## src/wrpm_pkg.sv

```systemverilog
// ----------------------------------------------------------------------------
// Rule match package
// Sizes, command codes and the types passed along the row of rule cells.
// ----------------------------------------------------------------------------
package wrpm_pkg;

   localparam int RULES       = 16;
   localparam int POSITIONS   = 5;
   localparam int SYMBOL_BITS = 4;

   localparam int SYM_W    = POSITIONS * SYMBOL_BITS;
   localparam int IDX_W    = (RULES > 1) ? $clog2(RULES) : 1;
   localparam int COUNT_W  = $clog2(RULES + 1);
   localparam int NPOS_W   = $clog2(POSITIONS + 1);
   localparam int SLOT_W   = 4;
   localparam int RIDX_W   = 4;
   localparam int SEL_W    = (IDX_W > SLOT_W) ? IDX_W : SLOT_W;
   localparam int MULT_W   = 32;
   localparam int RCOUNT_W = 5;
   localparam int REELS_W  = 3;
   localparam int ADDR_W   = 3;
   localparam int DATA_W   = 32;

   localparam logic [RCOUNT_W-1:0] RULE_COUNT_RESET = RCOUNT_W'(0);
   localparam logic [REELS_W-1:0]  REELS_RESET      = REELS_W'(5);

   localparam logic CMD_LOAD  = 1'b0;
   localparam logic CMD_MATCH = 1'b1;

   localparam logic REG_RULE_COUNT = 1'b0;
   localparam logic REG_REELS      = 1'b1;

   typedef struct packed {
      logic [COUNT_W-1:0] n;
      logic [NPOS_W-1:0]  npos;
   } wrpm_cfg_type;

   typedef struct packed {
      logic                 we;
      logic [SLOT_W-1:0]    slot;
      logic [SYM_W-1:0]     symbols;
      logic [POSITIONS-1:0] care;
      logic [MULT_W-1:0]    multiplier;
      logic                 jackpot;
   } wrpm_load_type;

   typedef struct packed {
      logic              valid;
      logic              found;
      logic [SYM_W-1:0]  symbols;
      logic [RIDX_W-1:0] rule_index;
      logic [MULT_W-1:0] multiplier;
      logic              jackpot;
   } wrpm_token_type;

endpackage

```

## src/wrpm_cell.sv

```systemverilog
// ----------------------------------------------------------------------------
// Rule cell
// Holds one rule slot and compares the passing query against it.
// ----------------------------------------------------------------------------
module wrpm_cell
   import wrpm_pkg::*;
(
   input  logic                 clock,
   input  logic                 reset,
   input  logic [IDX_W-1:0]     cell_index,
   input  wrpm_cfg_type         cfg,
   input  wrpm_load_type        load,
   input  wrpm_token_type       tok_in,
   output wrpm_token_type       tok_out
);

   logic [SYM_W-1:0]     symbols_ff;
   logic [POSITIONS-1:0] care_ff;
   logic [MULT_W-1:0]    mult_ff;
   logic                 jackpot_ff;
   wrpm_token_type       tok_ff;
   wrpm_token_type       tok_in_next;

   logic [SEL_W-1:0]     idx_ext;
   logic                 sel;
   logic                 fits;
   logic                 hit;

   assign idx_ext = SEL_W'(cell_index);
   assign sel     = load.we && (SEL_W'(load.slot) == idx_ext);

   always_ff @(posedge clock) begin
      if (sel) begin
         symbols_ff <= load.symbols;
         care_ff    <= load.care;
         mult_ff    <= load.multiplier;
         jackpot_ff <= load.jackpot;
      end
   end

   always_comb begin
      fits = 1'b1;
      for (int i = 0; i < POSITIONS; i++) begin
         if ((i < int'(cfg.npos)) && care_ff[i] &&
             (tok_in.symbols[i*SYMBOL_BITS +: SYMBOL_BITS] !=
              symbols_ff[i*SYMBOL_BITS +: SYMBOL_BITS])) begin
            fits = 1'b0;
         end
      end
   end

   assign hit = tok_in.valid && !tok_in.found && (COUNT_W'(cell_index) < cfg.n) && fits;

   always_comb begin
      tok_in_next = tok_in;
      if (hit) begin
         tok_in_next.found      = 1'b1;
         tok_in_next.rule_index = idx_ext[RIDX_W-1:0];
         tok_in_next.multiplier = mult_ff;
         tok_in_next.jackpot    = jackpot_ff;
      end
   end

   // advance the query one cell per cycle
   always_ff @(posedge clock) begin
      if (reset) begin
         tok_ff.valid <= 1'b0;
      end else begin
         tok_ff <= tok_in_next;
      end
   end

   assign tok_out = tok_ff;

endmodule

```

## src/wildcard_rule_priority_match_top.sv

```systemverilog
// ----------------------------------------------------------------------------
// Wildcard rule priority match
// Priority ternary rule table built as a row of rule cells.
// ----------------------------------------------------------------------------
//  channel   | handshake                     | payload
//  ----------+-------------------------------+-------------------------------
//  request   | start, busy                   | req_cmd .. req_jackpot
//  response  | rsp_valid (one-cycle strobe)  | rsp_matched .. rsp_jackpot_hit
//  config    | psel, penable, pwrite, pready | paddr, pwdata, prdata
//
//  A load transfer leaves busy low.
//  A match transfer walks the query through the RULES cells, one per cycle;
//  the response strobe comes from the register of the last cell, and busy
//  is high until the end of that cycle, so a new request is taken only
//  after the response.
//  Reset restores the registers; rule slots hold nothing until loaded.
//  The receiver cannot stall; each response is shown for one cycle only.
// ----------------------------------------------------------------------------
module wildcard_rule_priority_match_top
   import wrpm_pkg::*;
(
   input  logic                 clock,
   input  logic                 reset,
   input  logic                 start,
   output logic                 busy,
   input  logic                 req_cmd,
   input  logic [SLOT_W-1:0]    req_slot,
   input  logic [SYM_W-1:0]     req_symbols,
   input  logic [POSITIONS-1:0] req_care_mask,
   input  logic [MULT_W-1:0]    req_multiplier,
   input  logic                 req_jackpot,
   output logic                 rsp_valid,
   output logic                 rsp_matched,
   output logic [RIDX_W-1:0]    rsp_rule_index,
   output logic [MULT_W-1:0]    rsp_payout_multiplier,
   output logic                 rsp_jackpot_hit,
   input  logic                 psel,
   input  logic                 penable,
   input  logic                 pwrite,
   input  logic [ADDR_W-1:0]    paddr,
   input  logic [DATA_W-1:0]    pwdata,
   output logic [DATA_W-1:0]    prdata,
   output logic                 pready
);

   logic [RCOUNT_W-1:0] rule_count_ff, rule_count_in;
   logic [REELS_W-1:0]  reels_ff, reels_in;
   logic                busy_ff, busy_in;
   logic                csr_write;
   logic                accept;
   wrpm_cfg_type        cfg;
   wrpm_load_type       load;
   wrpm_token_type      chain [RULES+1];

   assign pready    = 1'b1;
   assign csr_write = psel && penable && pwrite && pready;
   assign accept    = start && !busy_ff;

   always_comb begin
      rule_count_in = rule_count_ff;
      reels_in      = reels_ff;
      if (csr_write) begin
         unique case (paddr[2])
            REG_RULE_COUNT: rule_count_in = pwdata[RCOUNT_W-1:0];
            REG_REELS:      reels_in      = pwdata[REELS_W-1:0];
            default:        rule_count_in = rule_count_ff;
         endcase
      end
   end

   always_comb begin
      unique case (paddr[2])
         REG_RULE_COUNT: prdata = DATA_W'(rule_count_ff);
         REG_REELS:      prdata = DATA_W'(reels_ff);
         default:        prdata = '0;
      endcase
   end

   always_comb begin
      if (int'(rule_count_ff) > RULES) begin
         cfg.n = COUNT_W'(RULES);
      end else begin
         cfg.n = COUNT_W'(rule_count_ff);
      end
      if (int'(reels_ff) > POSITIONS) begin
         cfg.npos = NPOS_W'(POSITIONS);
      end else begin
         cfg.npos = NPOS_W'(reels_ff);
      end
   end

   assign load.we         = accept && (req_cmd == CMD_LOAD);
   assign load.slot       = req_slot;
   assign load.symbols    = req_symbols;
   assign load.care       = req_care_mask;
   assign load.multiplier = req_multiplier;
   assign load.jackpot    = req_jackpot;

   assign chain[0].valid      = accept && (req_cmd == CMD_MATCH);
   assign chain[0].found      = 1'b0;
   assign chain[0].symbols    = req_symbols;
   assign chain[0].rule_index = '0;
   assign chain[0].multiplier = '0;
   assign chain[0].jackpot    = 1'b0;

   for (genvar g = 0; g < RULES; g++) begin : g_cell
      wrpm_cell u_cell (
         .clock      (clock),
         .reset      (reset),
         .cell_index (IDX_W'(g)),
         .cfg        (cfg),
         .load       (load),
         .tok_in     (chain[g]),
         .tok_out    (chain[g+1])
      );
   end

   always_comb begin
      busy_in = busy_ff;
      if (chain[0].valid) begin
         busy_in = 1'b1;
      end else if (chain[RULES].valid) begin
         busy_in = 1'b0;
      end
   end

   always_ff @(posedge clock) begin
      if (reset) begin
         rule_count_ff <= RULE_COUNT_RESET;
         reels_ff      <= REELS_RESET;
         busy_ff       <= 1'b0;
      end else begin
         rule_count_ff <= rule_count_in;
         reels_ff      <= reels_in;
         busy_ff       <= busy_in;
      end
   end

   assign busy                  = busy_ff;
   assign rsp_valid             = chain[RULES].valid;
   assign rsp_matched           = chain[RULES].found;
   assign rsp_rule_index        = chain[RULES].rule_index;
   assign rsp_payout_multiplier = chain[RULES].multiplier;
   assign rsp_jackpot_hit       = chain[RULES].jackpot;

endmodule

```

## config.mk

```make
export PLATFORM = sky130hd
export DESIGN_NAME = wildcard_rule_priority_match_top
export DESIGN_NICKNAME = d
export VERILOG_FILES = /design/src/wrpm_pkg.sv /design/src/wrpm_cell.sv /design/src/wildcard_rule_priority_match_top.sv
export SDC_FILE = /design/constraint.sdc
export NUM_CORES = 2
export LEC_CHECK = 0
export ABC_AREA = 0
export BUFFER_PORTS_ARGS = -buffer_cell sky130_fd_sc_hd__buf_2
export CAP_MARGIN = 10
export CORE_MARGIN = 1
export CORE_UTILIZATION = 60
export DETAILED_ROUTE_END_ITERATION = 10
export HOLD_SLACK_MARGIN = 0.03
export PLACE_DENSITY_LB_ADDON = 0.25
export SETUP_SLACK_MARGIN = 0.05
export SKIP_LAST_GASP = 1
export SYNTH_ARGS = -nofsm -noshare
export SYNTH_HDL_FRONTEND = slang
export SYNTH_SLANG_ARGS = --single-unit
```

## constraint.sdc

```tcl
create_clock -name clock -period 54.8 [get_ports clock]
set_input_delay 5.48 -clock clock [delete_from_list [all_inputs] [get_ports clock]]
set_output_delay 5.48 -clock clock [all_outputs]
set_load 0.02 [all_outputs]
```

==> parameters.txt <==
Parameter                              Value

Pwr
  Worst vdd rail ir drop    ~0.000026 V
  Power per Cell Area    37.60 nW/um2
  Leakage    25.28 nW

Clock network
  Buffer count from post-CTS setup fixing    0
  Hold Buf Count CTS    0
  Htree depth    4
  Total CTS buffers    176
  Clock slew at reported path FFs    60 ps
  Later-pin clock latency in the skew report    780 ps
  CTS resizes    0
  Clock sink total    1846
  TritonCTS clock tree    built
  Cell chosen for the clock root    sky130_fd_sc_hd__clkbuf_16
  Clock buffer depth    3

Floorplanning
  Initial cell density of the core    60.91%
  Std-Cell Rows    122
  Total core area    between 100000 and 150000 um2
  Width of the die    between 300 and 400 um
  Die extent in y    338.1 um
  Top-Level Pins    177
  Total die area    114300 um2

Worst setup path
  Cell occurring most often along the worst timing path    sky130_fd_sc_hd__buf_2
  Kind of cell adding the most delay to the critical path    buffers and inverters
  R2R Path Start    reels_ff[1]$_SDFFE_PP0P_
  Crit Path Category    primary input to output pin
  Number of buffer and inverter instances along the worst setup path    2
  Slack of the worst reg-to-reg path    around 51000 ps
  Nature of the critical path endpoint    output pin
  Launching instance or port of the critical path    paddr[2]
  Startpoint class of the critical path    primary input
  Series of cell instances along the critical path    buf_2, mux2_2, buf_2
  Max incr delay on CP    between 400 and 500 ps
  Worst-path cell with the longest stage delay    sky130_fd_sc_hd__mux2_2
  Endpoint arrival time on the critical path    roughly 6400 ps
  Peak fanout along the critical path    7
  Data required, critical path    around 49000 ps

Run status
  Outcome    finished clean

Timing
  Total count of hold-check failures in the final report    0
  TNS Setup    0 ps
  Actual transition at the worst max-transition pin    1169 ps
  Worst-case headroom to the max-slew limit    approximately 22%
  RSZ-0062 raised after global routing    false
  Final Skew    33.54 ps
  Setup violators final    0
  Period utilisation layout    a little over a fifth
  Tmin final    11870 ps
  Fmax    about 84 MHz
  Count of pins over their slew limit    0

Place
  HPWL Detailed    just under 70000 um
  GP Congestion    around 0.8
  Buffers on Ports    119

Logic synthesis
  Proportion of register bits with asynchronous set or reset after synthesis    0%
  Top cells by area, synth    sky130_fd_sc_hd__edfxtp_1 81%, sky130_fd_sc_hd__mux2_2 5.5%, sky130_fd_sc_hd__xnor2_1 4.1%, sky130_fd_sc_hd__mux2_4 3.5%, sky130_fd_sc_hd__buf_4 0.80%
  Netlist cell types    44
  Yosys Warn Count    0
  Cell accounting for the most synthesized area    sky130_fd_sc_hd__edfxtp_1
  Avg Inst Size Synth    about 21 um2
  Part of the Yosys area used for sequential elements    81.41%
  Number of register bits inferred by synthesis    about 1800
  Number of enable-type register cells in the synthesized netlist    about 1800
  Top_reg_cell synth    sky130_fd_sc_hd__edfxtp_1
  Gate Count Post-Synth    3179
  Share of the synthesized area in the top cell type    80.67%
  Cell area after synthesis    ~68000 um2

Layout
  Area growth from synthesis to layout    10.83%
  Leading cell types in the layout, fill and taps excluded    1821 x sky130_fd_sc_hd__edfxtp_1, 331 x sky130_fd_sc_hd__mux2_2, 320 x sky130_fd_sc_hd__xnor2_1
  Net count of the finished layout    ~3500
  Fraction of layout cells with a size suffix above 1    25.80%
  Share of the core filled with cells in the final layout    approximately two thirds
  Commonest non-fill, non-tap cell in the layout    sky130_fd_sc_hd__edfxtp_1

Routing
  Detailed-route vias per instance    5.797
  Iteration-0 DRC Markers    roughly 2800
  DRC violations left    0
  Vias after detailed routing    29260
  Routed wirelength normalized by instance count    between 20 and 25 um
  Number of nets with antenna violations after detailed routing    0
  Total wirelength of the detailed-routed design    around 130000 um
  TritonRoute pass-1 iters    5

Global routing
  GRT overflow    0
  Maximum number of pins on one net before global-route repair    about 170
  First-pass GRT wire length    187900 um
  Global-route usage over all layers    between 20% and 30%
  Initial antenna violation count    4
  Vias in the first global route    between 30000 and 40000

Worst hold path
  Class of the most critical hold timing path    register to register
  Min-delay src    g_cell[4].u_cell.tok_out[58]$_SDFF_PP0_

Job
  Reported max-cap violation count    0
[sequential cells by signal, summed over array words and instances, names as in the netlist]
| signal | count |
|---|---|
| g_cell.u_cell.tok_out | 909 |
| g_cell.u_cell.jackpot_ff | 16 |
| g_cell.u_cell.mult_ff | 512 |
| g_cell.u_cell.symbols_ff | 320 |
| rule_count_ff | 5 |
| reels_ff | 3 |
| busy | 1 |
| g_cell.u_cell.care_ff | 80 |
[final timing paths]
check / to / cells past startpoint
hold / removal: g_cell[5].u_cell.tok_out[58]$_SDFF_PP0_ / 2
setup reg to reg: g_cell[2].u_cell.tok_out[32]$_DFFE_PN_ / 5
hold reg to reg: g_cell[5].u_cell.tok_out[58]$_SDFF_PP0_ / 2
setup / recovery: prdata[2] / 3
[per-stage QoR]
step	hold slack, ps	power (mW)	cells	setup slack (ps)	instance area (um2)
detailed placement	437.6	1.727	4726	42930	69780
global route	471.1	2.905	5046	42920	75120
floorplan	416.8	1.718	3205	30770	67880
CTS	445.4	2.844	5046	42930	75120
global placement	429.6	1.720	4726	42940	69780
finish	449.3	2.825	5047	42930	75120
[cell usage after synthesis, types with 26 or more instances]
master and number:
sky130_fd_sc_hd__nand4_1 63, sky130_fd_sc_hd__buf_4 72, sky130_fd_sc_hd__buf_6 33, sky130_fd_sc_hd__a41oi_1 26, sky130_fd_sc_hd__mux2_2 331, sky130_fd_sc_hd__edfxtp_1 1821
sky130_fd_sc_hd__mux2_4 157, sky130_fd_sc_hd__and2_1 54, sky130_fd_sc_hd__nand2b_1 49, sky130_fd_sc_hd__xnor2_1 320
[power by group]
| part | internal, mW | switching [mW] | leakage (nW) |
|---|---|---|---|
| sequential | 1.60 | 0.0164 | 17.3 |
| clock | 0.633 | 0.495 | 2.62 |
| combinational | 0.0312 | 0.0494 | 5.32 |
[layer usage]
metal  GRT usage [%]  vias to the layer above  share of wire (%)
met1           30.17                    15290                 41
met5               0                        -                  0
met2           36.64                      952                 50
met3           4.066                      214                6.6
met4           7.595                        0                2.7
li1                -                    12810                  -
[worst register-to-register path: cells and delay by family, from the launching register on]
| family | cells | cell delay, ps |
|---|---|---|
| DFF | 1 | 960 |
| muxes | 1 | 480 |
| and+or+nand+nor | 1 | 310 |
| buffers and inverters | 1 | 580 |
| AOI/OAI and AO/OA | 2 | 1190 |
[layout make-up]
class	instances	area [um2]
flip-flops and latches	1846	55180
inverters	6	30.03
clock buffers	233	4703
fillers	6892	36150
clock inverters	87	643.1
multi-input cells	1216	11710
repair buffers	170	991.0
diodes	1	2.502
well taps	1488	1862
[cell families (layout without fill, tap and decap cells)]
| logic type | Yosys count | count (layout) | share of synthesized area, % |
|---|---|---|---|
| other | 2 | 29 | 0.01108 |
| AOI/OAI and AO/OA | 87 | 87 | 1.032 |
| buffers and inverters | 143 | 496 | 1.619 |
| xor gates and xnor gates | 320 | 320 | 4.135 |
| DFF | 1846 | 1846 | 81.41 |
| muxes | 506 | 506 | 9.261 |
| and+or+nand+nor | 275 | 275 | 2.531 |
No activity file was read; power rests on OpenSTA's default activity.
